$ cat config.mk
export PLATFORM = sky130hd
export DESIGN_NAME = zhang_suen_thinning_pass
export DESIGN_NICKNAME = d
export VERILOG_FILES = /design/src/rtl/core/zst_pkg.sv /design/src/rtl/core/zst_ram.sv /design/src/rtl/core/zst_csr.sv /design/src/rtl/core/zst_scan.sv /design/src/rtl/core/zst_window.sv /design/src/rtl/core/zhang_suen_thinning_pass.sv
export SDC_FILE = /design/constraint.sdc
export NUM_CORES = 2
export LEC_CHECK = 0
export BUFFER_PORTS_ARGS = -buffer_cell sky130_fd_sc_hd__buf_2
export CORE_ASPECT_RATIO = 1.1
export CORE_MARGIN = 2
export CORE_UTILIZATION = 45
export DETAILED_ROUTE_END_ITERATION = 8
export GPL_ROUTABILITY_DRIVEN = 0
export MAX_ROUTING_LAYER = met4
export PLACE_DENSITY_LB_ADDON = 0.3
export SLEW_MARGIN = 30
export SYNTH_ARGS = -nofsm -noshare
export SYNTH_HDL_FRONTEND = slang
export SYNTH_SLANG_ARGS = --single-unit
$ cat constraint.sdc
create_clock -name clock -period 16 [get_ports clock]
set_clock_uncertainty 0.15 [all_clocks]
set_input_delay 0.8 -clock clock [delete_from_list [all_inputs] [get_ports clock]]
set_output_delay 0.8 -clock clock [all_outputs]
set_load 0.02 [all_outputs]
$ cat src/rtl/core/zst_pkg.sv
package zst_pkg;

   // Configuration register widths
   localparam int FW_W   = 11;
   localparam int FH_W   = 13;
   // Row counter reaches frame_height + 1 during the flush
   localparam int ROW_W  = 13;

   // CSR port geometry
   localparam int CSR_AW = 4;
   localparam int CSR_DW = 32;

   // Register reset values and legal limits
   localparam logic [FW_W-1:0] FW_RESET     = 11'd1024;
   localparam logic [FH_W-1:0] FH_RESET     = 13'd4096;
   localparam logic [FH_W-1:0] HEIGHT_LIMIT = 13'd4096;
   localparam int              MIN_DIM      = 3;

   // Register indexes (byte address / 4)
   typedef enum logic [1:0] {
      REG_FRAME_WIDTH   = 2'd0,
      REG_FRAME_HEIGHT  = 2'd1,
      REG_SUB_ITERATION = 2'd2,
      REG_UNUSED        = 2'd3
   } reg_index_type;

   // Position flags of the pixel entering the window stage
   typedef struct packed {
      logic skip;       // drain beat before the frame is complete
      logic flushing;   // beat lies past the last image row
      logic last_px;    // beat produces the final result of the frame
      logic emit;       // beat produces a result
      logic interior;   // delayed pixel is not on the image border
   } pos_flags_type;

endpackage

$ cat src/rtl/core/zst_ram.sv
module zst_ram #(
   parameter int WIDTH = 2,
   parameter int DEPTH = 1024
) (
   input  logic                     clock,
   input  logic                     wr_en,
   input  logic [$clog2(DEPTH)-1:0] wr_addr,
   input  logic [WIDTH-1:0]         wr_data,
   input  logic                     rd_en,
   input  logic [$clog2(DEPTH)-1:0] rd_addr,
   output logic [WIDTH-1:0]         rd_data
);

   logic [WIDTH-1:0] mem_ff [DEPTH];
   logic [WIDTH-1:0] rd_data_ff;

   // Write port
   always_ff @(posedge clock) begin
      if (wr_en) begin
         mem_ff[wr_addr] <= wr_data;
      end
   end

   // Registered read port
   always_ff @(posedge clock) begin
      if (rd_en) begin
         rd_data_ff <= mem_ff[rd_addr];
      end
   end

   assign rd_data = rd_data_ff;

endmodule

$ cat src/rtl/core/zst_csr.sv
module zst_csr
   import zst_pkg::*;
#(
   parameter int MAX_WIDTH = 1024
) (
   input  logic                      clock,
   input  logic                      reset,
   input  logic                      csr_psel,
   input  logic                      csr_penable,
   input  logic                      csr_pwrite,
   input  logic [CSR_AW-1:0]         csr_paddr,
   input  logic [CSR_DW-1:0]         csr_pwdata,
   output logic [CSR_DW-1:0]         csr_prdata,
   output logic                      csr_pready,
   output logic [$clog2(MAX_WIDTH+1)-1:0] width_used,
   output logic [ROW_W-1:0]          height_used,
   output logic                      sub_iter
);

   localparam int          WW      = $clog2(MAX_WIDTH + 1);
   localparam logic [31:0] MAX_W32 = 32'(MAX_WIDTH);
   localparam logic [31:0] MIN_32  = 32'(MIN_DIM);

   logic [FW_W-1:0] frame_width_ff;
   logic [FH_W-1:0] frame_height_ff;
   logic            sub_iteration_ff;
   reg_index_type   reg_sel;
   logic            wr_hit;
   logic [31:0]     fw_ext;
   logic [31:0]     w_sel;
   logic [FH_W-1:0] h_sel;

   assign reg_sel    = reg_index_type'(csr_paddr[CSR_AW-1:2]);
   assign wr_hit     = csr_psel && csr_penable && csr_pwrite && csr_pready;
   assign csr_pready = 1'b1;

   // Register writes
   always_ff @(posedge clock) begin
      if (reset) begin
         frame_width_ff   <= FW_RESET;
         frame_height_ff  <= FH_RESET;
         sub_iteration_ff <= 1'b0;
      end else if (wr_hit) begin
         case (reg_sel)
            REG_FRAME_WIDTH:   frame_width_ff   <= csr_pwdata[FW_W-1:0];
            REG_FRAME_HEIGHT:  frame_height_ff  <= csr_pwdata[FH_W-1:0];
            REG_SUB_ITERATION: sub_iteration_ff <= csr_pwdata[0];
            default: ;
         endcase
      end
   end

   // Register reads
   always_comb begin
      case (reg_sel)
         REG_FRAME_WIDTH:   csr_prdata = CSR_DW'(frame_width_ff);
         REG_FRAME_HEIGHT:  csr_prdata = CSR_DW'(frame_height_ff);
         REG_SUB_ITERATION: csr_prdata = CSR_DW'(sub_iteration_ff);
         default:           csr_prdata = '0;
      endcase
   end

   // Saturate width and height to their legal ranges
   assign fw_ext = 32'(frame_width_ff);

   always_comb begin
      if (fw_ext < MIN_32) begin
         w_sel = MIN_32;
      end else if (fw_ext > MAX_W32) begin
         w_sel = MAX_W32;
      end else begin
         w_sel = fw_ext;
      end
   end

   always_comb begin
      if (frame_height_ff < FH_W'(MIN_DIM)) begin
         h_sel = FH_W'(MIN_DIM);
      end else if (frame_height_ff > HEIGHT_LIMIT) begin
         h_sel = HEIGHT_LIMIT;
      end else begin
         h_sel = frame_height_ff;
      end
   end

   assign width_used  = w_sel[WW-1:0];
   assign height_used = ROW_W'(h_sel);
   assign sub_iter    = sub_iteration_ff;

endmodule

$ cat src/rtl/core/zst_scan.sv
module zst_scan
   import zst_pkg::*;
#(
   parameter int MAX_WIDTH = 1024
) (
   input  logic                               clock,
   input  logic                               reset,
   input  logic                               accept,
   input  logic                               drain,
   input  logic [$clog2(MAX_WIDTH+1)-1:0]     width_used,
   input  logic [ROW_W-1:0]                   height_used,
   output logic [$clog2(MAX_WIDTH)-1:0]       col_cur,
   output pos_flags_type                      flags
);

   localparam int CW = $clog2(MAX_WIDTH);
   localparam int WW = $clog2(MAX_WIDTH + 1);

   logic [CW-1:0]    col_ff, col_in;
   logic [ROW_W-1:0] row_ff, row_in;
   logic             wrap;
   logic [CW-1:0]    col_n;
   logic [ROW_W-1:0] row_n;
   logic [CW-1:0]    col_eff;
   logic [WW-1:0]    col_inc;
   logic [ROW_W-1:0] pr;
   logic [WW-1:0]    pc;

   // Start the next row when the column ran past the width
   assign wrap  = WW'(col_ff) >= width_used;
   assign col_n = wrap ? '0 : col_ff;
   assign row_n = wrap ? row_ff + 1'b1 : row_ff;

   assign flags.flushing = row_n >= height_used;
   assign flags.last_px  = row_n > height_used;
   assign flags.skip     = !flags.flushing && drain;

   assign col_eff = flags.last_px ? '0 : col_n;
   assign col_cur = col_eff;

   assign flags.emit = (row_n >= ROW_W'(2)) || (row_n == ROW_W'(1) && col_eff != '0);

   // Position of the delayed pixel, one row and one column behind
   always_comb begin
      if (col_eff != '0) begin
         pr = row_n - 1'b1;
         pc = WW'(col_eff) - 1'b1;
      end else begin
         pr = row_n - ROW_W'(2);
         pc = width_used - 1'b1;
      end
   end

   assign flags.interior = flags.emit && (pr >= ROW_W'(1))
                           && (pr <= height_used - ROW_W'(2))
                           && (pc >= WW'(1)) && (pc <= width_used - WW'(2));

   // Advance the raster position
   assign col_inc = WW'(col_n) + 1'b1;

   always_comb begin
      col_in = col_ff;
      row_in = row_ff;
      if (accept) begin
         if (flags.skip) begin
            col_in = col_n;
            row_in = row_n;
         end else if (flags.last_px) begin
            col_in = '0;
            row_in = '0;
         end else if (col_inc >= width_used) begin
            col_in = '0;
            row_in = row_n + 1'b1;
         end else begin
            col_in = col_inc[CW-1:0];
            row_in = row_n;
         end
      end
   end

   always_ff @(posedge clock) begin
      if (reset) begin
         col_ff <= '0;
         row_ff <= '0;
      end else begin
         col_ff <= col_in;
         row_ff <= row_in;
      end
   end

   // The final beat of a frame restarts the raster at the origin
   a_frame_restart: assert property (@(posedge clock) disable iff (reset)
      (accept && !flags.skip && flags.last_px) |=> (row_ff == '0 && col_ff == '0))
      else $error("raster position not cleared after the final beat");

   // A skipped drain beat never moves past the current row
   a_skip_hold: assert property (@(posedge clock) disable iff (reset)
      (accept && flags.skip) |=> (row_ff == $past(row_n)))
      else $error("drain beat advanced the row");

endmodule

$ cat src/rtl/core/zst_window.sv
module zst_window (
   input  logic clock,
   input  logic reset,
   input  logic shift_en,
   input  logic up_bit,
   input  logic mid_bit,
   input  logic new_bit,
   input  logic sub_iter,
   output logic center_bit,
   output logic remove_hit
);

   localparam logic [3:0] TRANS_ONE = 4'd1;
   localparam logic [3:0] NBR_MIN   = 4'd2;
   localparam logic [3:0] NBR_MAX   = 4'd6;

   // [row][col], col 2 is the newest column
   logic [2:0][2:0] win_ff, win_in;
   logic [7:0]      ring;
   logic [3:0]      trans;
   logic [3:0]      nbr;
   logic            m1, m2;

   // Shift one column into the 3x3 window
   assign win_in[0] = {up_bit,  win_ff[0][2:1]};
   assign win_in[1] = {mid_bit, win_ff[1][2:1]};
   assign win_in[2] = {new_bit, win_ff[2][2:1]};

   always_ff @(posedge clock) begin
      if (reset) begin
         win_ff <= '0;
      end else if (shift_en) begin
         win_ff <= win_in;
      end
   end

   // Ring p2..p9, clockwise from the pixel above the center
   assign ring = {win_in[0][0], win_in[1][0], win_in[2][0], win_in[2][1],
                  win_in[2][2], win_in[1][2], win_in[0][2], win_in[0][1]};
   assign center_bit = win_in[1][1];

   // Count 0-to-1 transitions and set neighbors around the ring
   always_comb begin
      trans = '0;
      nbr   = '0;
      for (int i = 0; i < 8; i++) begin
         trans = trans + 4'(!ring[i] && ring[3'(i + 1)]);
         nbr   = nbr + 4'(ring[i]);
      end
   end

   // Products of the selected sub-iteration
   always_comb begin
      if (sub_iter) begin
         m1 = ring[0] & ring[2] & ring[6];
         m2 = ring[0] & ring[4] & ring[6];
      end else begin
         m1 = ring[0] & ring[2] & ring[4];
         m2 = ring[2] & ring[4] & ring[6];
      end
   end

   assign remove_hit = (trans == TRANS_ONE) && (nbr >= NBR_MIN) && (nbr <= NBR_MAX)
                       && !m1 && !m2;

endmodule

$ cat src/rtl/core/zhang_suen_thinning_pass.sv
// Channel  Direction  Handshake            Payload
// req      in         req_valid/req_stall  req_pixel_in, req_drain
// rsp      out        rsp_valid/rsp_stall  rsp_pixel_out, rsp_removed,
//                                          rsp_frame_last, rsp_frame_changed
// csr      in/out     APB psel/penable     frame_width, frame_height, sub_iteration
//
// One pixel beat per cycle while req_stall is low; the line-store RAM read sits in the first
// stage, the window shift and removal test in the second, the result in an output register.
// A result is written into the output register when its beat leaves stage 1.
// Results lag the pixel stream by one row plus one pixel; width+1 drain beats flush it.
// Reset is synchronous; a fill count replaces clearing the line stores.
// A stall on rsp holds the output register and backs up to req_stall.
module zhang_suen_thinning_pass
   import zst_pkg::*;
#(
   parameter int MAX_WIDTH = 1024
) (
   input  logic              clock,
   input  logic              reset,
   input  logic              req_valid,
   output logic              req_stall,
   input  logic              req_pixel_in,
   input  logic              req_drain,
   output logic              rsp_valid,
   input  logic              rsp_stall,
   output logic              rsp_pixel_out,
   output logic              rsp_removed,
   output logic              rsp_frame_last,
   output logic              rsp_frame_changed,
   input  logic              csr_psel,
   input  logic              csr_penable,
   input  logic              csr_pwrite,
   input  logic [CSR_AW-1:0] csr_paddr,
   input  logic [CSR_DW-1:0] csr_pwdata,
   output logic [CSR_DW-1:0] csr_prdata,
   output logic              csr_pready
);

   localparam int CW = $clog2(MAX_WIDTH);
   localparam int WW = $clog2(MAX_WIDTH + 1);

   logic [WW-1:0]    width_used;
   logic [ROW_W-1:0] height_used;
   logic             sub_iter;
   logic [CW-1:0]    col_cur;
   pos_flags_type    flags;
   logic             accept;
   logic             s0_go;

   // Stage 1 registers
   logic             s1_v_ff;
   logic [CW-1:0]    s1_col_ff;
   logic             s1_pix_ff;
   logic             s1_last_ff;
   logic             s1_emit_ff;
   logic             s1_int_ff;
   logic             fill_ok_ff;
   logic             byp_ff;
   logic [1:0]       byp_data_ff;
   logic [WW-1:0]    fill_ff;

   // Output register
   logic             o_v_ff;
   logic             o_pix_ff;
   logic             o_rem_ff;
   logic             o_last_ff;
   logic             o_chg_ff;
   logic             any_ff;

   logic             out_free;
   logic             s1_go;
   logic             ram_we;
   logic [1:0]       ram_wdata;
   logic [1:0]       ram_rdata;
   logic [1:0]       rd_bits;
   logic             center_bit;
   logic             remove_hit;
   logic             removed;

   zst_csr #(.MAX_WIDTH(MAX_WIDTH)) u_csr (
      .clock       (clock),
      .reset       (reset),
      .csr_psel    (csr_psel),
      .csr_penable (csr_penable),
      .csr_pwrite  (csr_pwrite),
      .csr_paddr   (csr_paddr),
      .csr_pwdata  (csr_pwdata),
      .csr_prdata  (csr_prdata),
      .csr_pready  (csr_pready),
      .width_used  (width_used),
      .height_used (height_used),
      .sub_iter    (sub_iter)
   );

   assign accept = req_valid && !req_stall;
   assign s0_go  = accept && !flags.skip;

   zst_scan #(.MAX_WIDTH(MAX_WIDTH)) u_scan (
      .clock       (clock),
      .reset       (reset),
      .accept      (accept),
      .drain       (req_drain),
      .width_used  (width_used),
      .height_used (height_used),
      .col_cur     (col_cur),
      .flags       (flags)
   );

   // Flow control: stage 1 moves unless its result cannot enter the output register
   assign out_free  = !o_v_ff || !rsp_stall;
   assign s1_go     = s1_v_ff && (!s1_emit_ff || out_free);
   assign req_stall = s1_v_ff && !s1_go;

   // Line stores, packed as {upper, middle} per column
   assign ram_we    = s1_go;
   assign ram_wdata = {rd_bits[0], s1_pix_ff};

   zst_ram #(.WIDTH(2), .DEPTH(MAX_WIDTH)) u_line_ram (
      .clock   (clock),
      .wr_en   (ram_we),
      .wr_addr (s1_col_ff),
      .wr_data (ram_wdata),
      .rd_en   (s0_go),
      .rd_addr (col_cur),
      .rd_data (ram_rdata)
   );

   // Bypass a same-column write, and read columns never written as zero
   assign rd_bits = byp_ff ? byp_data_ff : (fill_ok_ff ? ram_rdata : 2'b00);

   // Load stage 1
   always_ff @(posedge clock) begin
      if (reset) begin
         s1_v_ff <= 1'b0;
      end else if (s0_go) begin
         s1_v_ff <= 1'b1;
      end else if (s1_go) begin
         s1_v_ff <= 1'b0;
      end
   end

   always_ff @(posedge clock) begin
      if (s0_go) begin
         s1_col_ff   <= col_cur;
         s1_pix_ff   <= !flags.flushing && req_pixel_in;
         s1_last_ff  <= flags.last_px;
         s1_emit_ff  <= flags.emit;
         s1_int_ff   <= flags.interior;
         fill_ok_ff  <= WW'(col_cur) < fill_ff;
         byp_ff      <= ram_we && (s1_col_ff == col_cur);
         byp_data_ff <= ram_wdata;
      end
   end

   // Track how many leading columns of the line stores hold written data
   always_ff @(posedge clock) begin
      if (reset) begin
         fill_ff <= '0;
      end else if (ram_we && WW'(s1_col_ff) >= fill_ff) begin
         fill_ff <= WW'(s1_col_ff) + 1'b1;
      end
   end

   zst_window u_window (
      .clock      (clock),
      .reset      (reset),
      .shift_en   (s1_go),
      .up_bit     (rd_bits[1]),
      .mid_bit    (rd_bits[0]),
      .new_bit    (s1_pix_ff),
      .sub_iter   (sub_iter),
      .center_bit (center_bit),
      .remove_hit (remove_hit)
   );

   assign removed = s1_int_ff && center_bit && remove_hit;

   // Output register
   always_ff @(posedge clock) begin
      if (reset) begin
         o_v_ff <= 1'b0;
      end else if (s1_go && s1_emit_ff) begin
         o_v_ff <= 1'b1;
      end else if (!rsp_stall) begin
         o_v_ff <= 1'b0;
      end
   end

   always_ff @(posedge clock) begin
      if (s1_go && s1_emit_ff) begin
         o_pix_ff  <= center_bit && !removed;
         o_rem_ff  <= removed;
         o_last_ff <= s1_last_ff;
         o_chg_ff  <= s1_last_ff && (any_ff || removed);
      end
   end

   // Accumulate removals over the frame, clear after the final result
   always_ff @(posedge clock) begin
      if (reset) begin
         any_ff <= 1'b0;
      end else if (s1_go && s1_emit_ff) begin
         any_ff <= !s1_last_ff && (any_ff || removed);
      end
   end

   assign rsp_valid         = o_v_ff;
   assign rsp_pixel_out     = o_pix_ff;
   assign rsp_removed       = o_rem_ff;
   assign rsp_frame_last    = o_last_ff;
   assign rsp_frame_changed = o_chg_ff;

   // Stage 1 holds its beat while a result cannot leave
   a_s1_hold: assert property (@(posedge clock) disable iff (reset)
      (s1_v_ff && s1_emit_ff && o_v_ff && rsp_stall) |=> s1_v_ff)
      else $error("stage 1 beat lost while output blocked");

   // Input backs up only behind an occupied stage 1
   a_stall_cause: assert property (@(posedge clock) disable iff (reset)
      req_stall |-> s1_v_ff)
      else $error("input stalled with stage 1 empty");

   // A removal is remembered or reported on the final result
   a_any_kept: assert property (@(posedge clock) disable iff (reset)
      (s1_go && s1_emit_ff && removed) |=> (any_ff || o_last_ff))
      else $error("removal not recorded");

endmodule

---- Word-level counts from Yosys, hierarchy flattened ----
Memories as Yosys holds them, arrays and structs flattened. A register that Yosys moved wholly into a read port is not among the register bits.
Cells that the tools add are included.
word-level totals
  output and inout port bits .............. 39
  bits of input ports ..................... 45
  RAM bits ................................ 2,048
  register bits after elaboration ......... 93
  word-level logic and storage cells ...... 155
  memories kept ........................... 1
memories
  memory             depth  width  read ports  clocked after Yosys merged registers in  write ports  RTL line       RTL
  u_line_ram.mem_ff  1,024  2      1           1                                        1            zst_ram.sv:14  logic [WIDTH-1:0] mem_ff [DEPTH];
operators by class
  mux-type cells .......................... 26
  magnitude comparators ................... 17
  bitwise gates (word level) .............. 7
  reduce and logical (&&, ||, !) cells .... 54
  $add $sub $neg .......................... 20
  equal/unequal tests ..................... 6
operators by type and width
  kind                                                                                  number
  13-bit two-way mux                                                                    7
  10-bit two-way mux                                                                    5
  13-bit one-hot mux with 3 select lines                                                1
  11-bit two-way mux                                                                    3
  4-bit by 1-bit adder with 4-bit output                                                8
  1-bit logical AND                                                                     29
  13-bit by 1-bit adder with 13-bit output, second input constant                       2
  13-bit by 2-bit subtractor with 13-bit output, second input constant                  2
  10-bit by 1-bit adder with 11-bit output, second input constant                       2
  10-bit by 11-bit greater-or-equal comparator with 1-bit output                        2
  1-bit logical NOT                                                                     15
  13-bit by 1-bit equality test with 1-bit output, second input constant                1
  13-bit by 1-bit greater-or-equal comparator with 1-bit output, second input constant  1
  13-bit greater-or-equal comparator                                                    1
  13-bit by 2-bit greater-or-equal comparator with 1-bit output, second input constant  1
  13-bit > comparator                                                                   1
  13-bit > comparator, second input constant                                            1
  13-bit <= comparator                                                                  1
  13-bit by 2-bit less-than comparator with 1-bit output, second input constant         1
  13-bit by 1-bit subtractor with 13-bit output, second input constant                  1
  11-bit by 1-bit greater-or-equal comparator with 1-bit output, second input constant  1
  11-bit greater-or-equal comparator                                                    1
  11-bit > comparator, second input constant                                            1
  11-bit <= comparator                                                                  1
  other kinds (21)                                                                      41

---- Logic depth before layout (Yosys ltp) ----
  word-level depth ........................ 17
  mapped depth ............................ 42
  mapped depth without buffers ............ 38

---- Cells and area by module ----
Synthesis repeated with hierarchy kept, for this count alone.
unflattened totals
  cell total of the unflattened synthesis .. 5,810
  area, all modules ....................... 92,286.0 sq um
modules (own cells, without submodules)
  module                    times used  area each (sq um)  sequential area each (sq um)  cells an instance
  zst_ram                   1           83,777.8           61,559.0                      4,793
  zst_scan                  1           4,296.6            460.4                         584
  zhang_suen_thinning_pass  1           2,047.0            940.9                         192
  zst_csr                   1           1,632.8            500.5                         188
  zst_window                1           531.8              120.1                         53

---- Worst setup path after synthesis ----
No wires, ideal clock.
  path kind ............................... register -> register
  start point ............................. register s1_pix_ff
  end point ............................... register any_ff
  data required time ...................... 15.764 ns
  period minus slack after synthesis ...... 16.340 ns
  setup time .............................. 0.086 ns
  path slack .............................. -0.340 ns
  stages on the path, launching flop included .. 15
  path buffers ............................ 0
  arrival ................................. 16.104 ns
  path through ............................ edfxtp_1 -> inv_1 -> fa_1 -> fa_1 -> inv_1 -> fa_1 -> inv_1 -> fa_1 -> xor2_1 -> nor3b_1 -> a21oi_1 -> nand3_1 -> nor2_1 -> a21oi_1 -> a211oi_1
on the way
  cells in the longest elaborated chain, start to end .. 13
  elaborated cells between the ends (all ways) .. 18
  those cells by class .................... add/sub (7); order compare (2); eq/ne (1); reduce/logical (8)
RTL lines
  what                                                          RTL line                         RTL
  from (decl)                                                   zhang_suen_thinning_pass.sv:53   logic s1_pix_ff;
  from (signal assigned)                                        zhang_suen_thinning_pass.sv:145  s1_pix_ff <= !flags.flushing && req_pixel_in;
  4-bit by 1-bit adder with 4-bit output (5 in series)          zst_window.sv:48                 nbr = nbr + 4'(ring[i]);
  4-bit by 2-bit greater-or-equal comparator with 1-bit output  zst_window.sv:63                 assign remove_hit = (trans == TRANS_ONE) && (nbr >= NBR_MIN) && (nbr <= NBR_MAX)
  1-bit logical AND                                             zst_window.sv:63
  1-bit logical AND *                                           zst_window.sv:63
  1-bit logical AND * (2 in series)                             zst_window.sv:64                 && !m1 && !m2;
  1-bit logical AND *                                           zhang_suen_thinning_pass.sv:176  assign removed = s1_int_ff && center_bit && remove_hit;
  via removed                                                   zhang_suen_thinning_pass.sv:78   logic removed;
  1-bit logical OR *                                            zhang_suen_thinning_pass.sv:203  any_ff <= !s1_last_ff && (any_ff || removed);
  1-bit logical AND *                                           zhang_suen_thinning_pass.sv:203
  to (signal assigned)                                          zhang_suen_thinning_pass.sv:203
  to (decl)                                                     zhang_suen_thinning_pass.sv:68   logic any_ff;
Mark *: on every way through the listed nets, which the timed path passes. The rest lies on a longest branch.
A chain may end at the register's enable or synchronous reset.

---- Worst setup path in the final report ----
  start point ............................. register u_csr.frame_width_ff[5]
  end point ............................... register u_line_ram.rd_data_ff[0] (netlist: u_line_ram.rd_data[0]), read port of u_line_ram.mem_ff, data pin
on the way
  cells in the longest elaborated chain, start to end .. 10
  elaborated cells between the ends (all ways) .. 14
  those cells by class .................... order compare (5); mux (5); reduce/logical (4)
RTL lines
  what                                                              RTL line                        RTL
  from (decl)                                                       zst_csr.sv:24                   logic [FW_W-1:0] frame_width_ff;
  from (signal assigned)                                            zst_csr.sv:45                   REG_FRAME_WIDTH: frame_width_ff <= csr_pwdata[FW_W-1:0];
  11-bit > comparator                                               zst_csr.sv:69                   end else if (fw_ext > MAX_W32) begin
  11-bit two-way mux                                                zst_csr.sv:69
  11-bit two-way mux *                                              zst_csr.sv:67                   if (fw_ext < MIN_32) begin
  10-bit by 11-bit greater-or-equal comparator with 1-bit output *  zst_scan.sv:30                  assign wrap = WW'(col_ff) >= width_used;
  13-bit two-way mux                                                zst_scan.sv:32                  assign row_n = wrap ? row_ff + 1'b1 : row_ff;
  13-bit greater-or-equal comparator                                zst_scan.sv:34                  assign flags.flushing = row_n >= height_used;
  1-bit logical NOT                                                 zst_scan.sv:36                  assign flags.skip = !flags.flushing && drain;
  1-bit logical AND                                                 zst_scan.sv:36
  1-bit logical NOT                                                 zhang_suen_thinning_pass.sv:96  assign s0_go = accept && !flags.skip;
  1-bit logical AND                                                 zhang_suen_thinning_pass.sv:96
  to (decl)                                                         zst_ram.sv:15                   logic [WIDTH-1:0] rd_data_ff;
Mark *: on every way between the ends. The rest lies on a longest branch, timed or not.

==> results.py <==
metrics = {
    "run": {
        "maxCapViolations": 0,
    },
    "clock_network": {
        "htree_levels": 4,
        "numCtsBuffers": 206,
        "root_buffer": "clkbuf_16",
        "cts_tree": "yes",
        "cts.sinks": 2140,
        "clkLatencyLatePin_ns": 0.89,
        "ctsResizeCount": 0,
        "clkTransAtPathRegs_ns": 0.06,
        "holdBufCountCts": 4,
        "post_cts_buffers": 0,
        "cts.path.max_buffers": 3,
    },
    "critical_path": {
        "required_ns": 16.43,
        "cp-end-kind": "flop",
        "critPathTopFamily": "simple AND/OR/NAND/NOR gates",
        "cp_slowest_cell": "a221oi_1",
        "path_buf_inv": 5,
        "cp_max_fo": 34,
        "worstSetupStartpointType": "flop",
        "crit_type": "flop to flop",
        "critical-path-max-stage-delay_ns": 0.71,
        "cp.arrival_ns": 11.97,
    },
    "power_and_ir_drop": {
        "power_leakage_nw": 33.38,
        "combPwrFrac_pct": 7.5,
        "irDropWorstVdd_mv": 0.09579,
        "p_switching_w": 0.002805,
        "power_density_nw_per_um2": 113.6,
        "power.total_w": 0.01178,
        "p_int_w": 0.008979,
        "seqPwrFrac_pct": 52.5,
        "pwr-share-clk_pct": 40.0,
        "switching_share_pct": 23.80,
    },
    "synthesis": {
        "synth-async-reset-ratio_pct": 0,
        "yosys.area.top_type": "edfxtp_1",
        "synthFlopType": "edfxtp_1",
        "syn_area_um2": 93750,
        "syn_inst": 7559,
        "yosysMostFrequentCell": "edfxtp_1",
        "avgSynthCellArea_um2": 12.40,
        "synth.area.top_cells": "edfxtp_1, nor2_1, nand2_1",
        "yosysTopAreaCellShare_pct": 66.37,
        "synth_edf_count": 2072,
        "ys_seq_area_share_pct": 67.82,
        "synthTopCellsByCount": "edfxtp_1, nor2_1, nand2_1, a21oi_1, clkbuf_1",
        "ys_ff_latch": 2140,
        "synth_cell_types": 103,
        "ys_warn_count": 0,
    },
    "floorplanning": {
        "ios": 84,
        "dieArea_um2": 212000,
        "die_x_um": 439.2,
        "fp-row-count": 175,
        "die_height_um": 482.7,
        "core_um2": 206900,
        "start_util_pct": 45.31,
    },
    "sta": {
        "tightestPinTransition_ns": 1.184,
        "fin_ws_ns": 4.455,
        "slew_headroom_pct": 21.08,
        "fin_crit_sh_pct": 72.16,
        "hold_ws_ns": 0.04047,
        "period_needed_ns": 11.55,
        "max_freq_mhz": 86.62,
        "setup_viol": 0,
        "hold_violations": 0,
        "final_max_slew_viol_count": 0,
        "rsz0062_at_grt": "false",
    },
    "global_route": {
        "grt_pass1_wl_mm": 475.0,
        "antenna_found_initial": 25,
        "grt_usage_pct": 32.35,
        "grt_max_degree": 235,
        "overflow": 0,
        "grt_pass1_vias": 65082,
    },
    "placed_design": {
        "placed_cells": 9935,
        "io_buffers": 42,
        "dp_slack_ns": 4.883,
        "dp_hpwl_mm": 184.4,
    },
    "detailed_routing": {
        "wl_per_cell_um": 32.84,
        "antenna_left": 0,
        "first_pass_iters": 9,
        "viasPerCell": 6.597,
        "drc_errors": 2,
        "vias": 68269,
        "drt-total-wl_mm": 339.8,
        "drt_iter0_drc": 12333,
    },
    "finish": {
        "final_cells": 10348,
        "syn_to_final_growth_pct": 10.67,
        "drive_gt1_share_pct": 9.872,
        "nNetsFinal": 7551,
    },
    "run_status": {
        "violations": "DRC",
        "status": "complete, but fails checks",
    },
    "min_path": {
        "hold_path.class": "input port to flop",
    },
}
cell usage in the layout (no fill, tap or decap), types with 65 or more instances in the layout:
master / instances
dfxtp_1: 65
clkinv_1: 65
a21oi_1: 451
mux2i_1: 280
edfxtp_1: 2072
a221oi_1: 68
a31oi_1: 120
o21ai_0: 201
and3_1: 77
nor2_1: 1290
o221ai_1: 85
buf_4: 175
o211ai_1: 73
o22ai_1: 80
inv_1: 73
nand3_1: 216
nand2_1: 804
clkbuf_16: 209
ha_1: 94
cell families (layout without fill, tap and decap cells):
group                    count (synthesis)  count (layout)  synth area share [%]
buffers and inverters                  713             712                 3.202
AO/OA/AOI/OAI                         1461            1461                 10.38
other                                    2              49              0.008011
AND/OR/NAND/NOR                       2700            2700                 12.04
XOR/XNOR                                81              81                0.7567
flip-flops                            2140            2140                 67.82
multiplexers                           362             362                 4.419
adder cells (fa/ha/maj)                100             100                 1.372
final timing paths:
check,startpoint,endpoint,slack (ns),cells past startpoint
max reg2reg,u_csr.frame_width_ff[5],u_line_ram.rd_data[0],4.45,31
min reg2reg,u_window.ring[7],u_window.ring[7],0.31,2
min,csr_pwdata[2],u_csr.frame_height_ff[2],0.04,3
max,u_csr.frame_width_ff[5],u_line_ram.rd_data[0],4.45,31
worst register-to-register path, delay by kind of cell (launching register included):
family,cells,cell delay (ns)
DFF,1,0.36
xor gates and xnor gates,1,0.26
buffers and inverters,5,2.58
and+or+nand+nor,13,3.88
adders and majority gates,2,0.75
AOI/OAI and AO/OA,10,3.26
layout make-up:
cell class / count / area, um^2
Fill cell: 17762 / 103200
Sequential cell: 2140 / 63590
Multi-Input combinational cell: 4725 / 27850
Clock buffer: 258 / 5414
Tap cell: 2743 / 3432
Timing Repair Buffer: 249 / 2111
Clock inverter: 120 / 953.4
Inverter: 85 / 341.6
Antenna cell: 28 / 70.07
power by group through the flow:
stage                     Sequential (W)  Clock, W  Combinational (W)
after floorplan                  0.00642         0           0.000488
after global placement           0.00630         0           0.000841
after detailed placement         0.00630         0           0.000850
after CTS                        0.00618   0.00471           0.000854
after global routing             0.00618   0.00493           0.000915
final                            0.00618   0.00471           0.000889
state kept, by name, indices dropped and copies added (netlist names), 2 cells and up:
register,cells
u_scan.col_ff,10
u_scan.row_ff,13
fill_ff,11
u_line_ram.rd_data,2
u_csr.frame_width_ff,11
u_csr.frame_height_ff,13
byp_data_ff,2
u_line_ram.mem_ff,2048
s1_col_ff,10
u_window.ring,5
per-layer routing:
| layer | track usage [%] | part of all wire, % |
|---|---|---|
| met3 | 8.355 | 14 |
| met1 | 39.72 | 34 |
| met5 | - | 0 |
| met2 | 47.73 | 44 |
| met4 | 20.42 | 7.2 |
through the flow:
step           util [%]  cell area, um^2   TNS, ns
2_1_floorplan         -            93820  -0.06124
3_3_place_gp      46.87            96990         0
3_5_place_dp      46.96            97170         0
4_1_cts           50.06           103600         0
5_1_grt           50.14           103700         0
6_report          50.14           103800         0
Power figures use the tool's default switching activity.
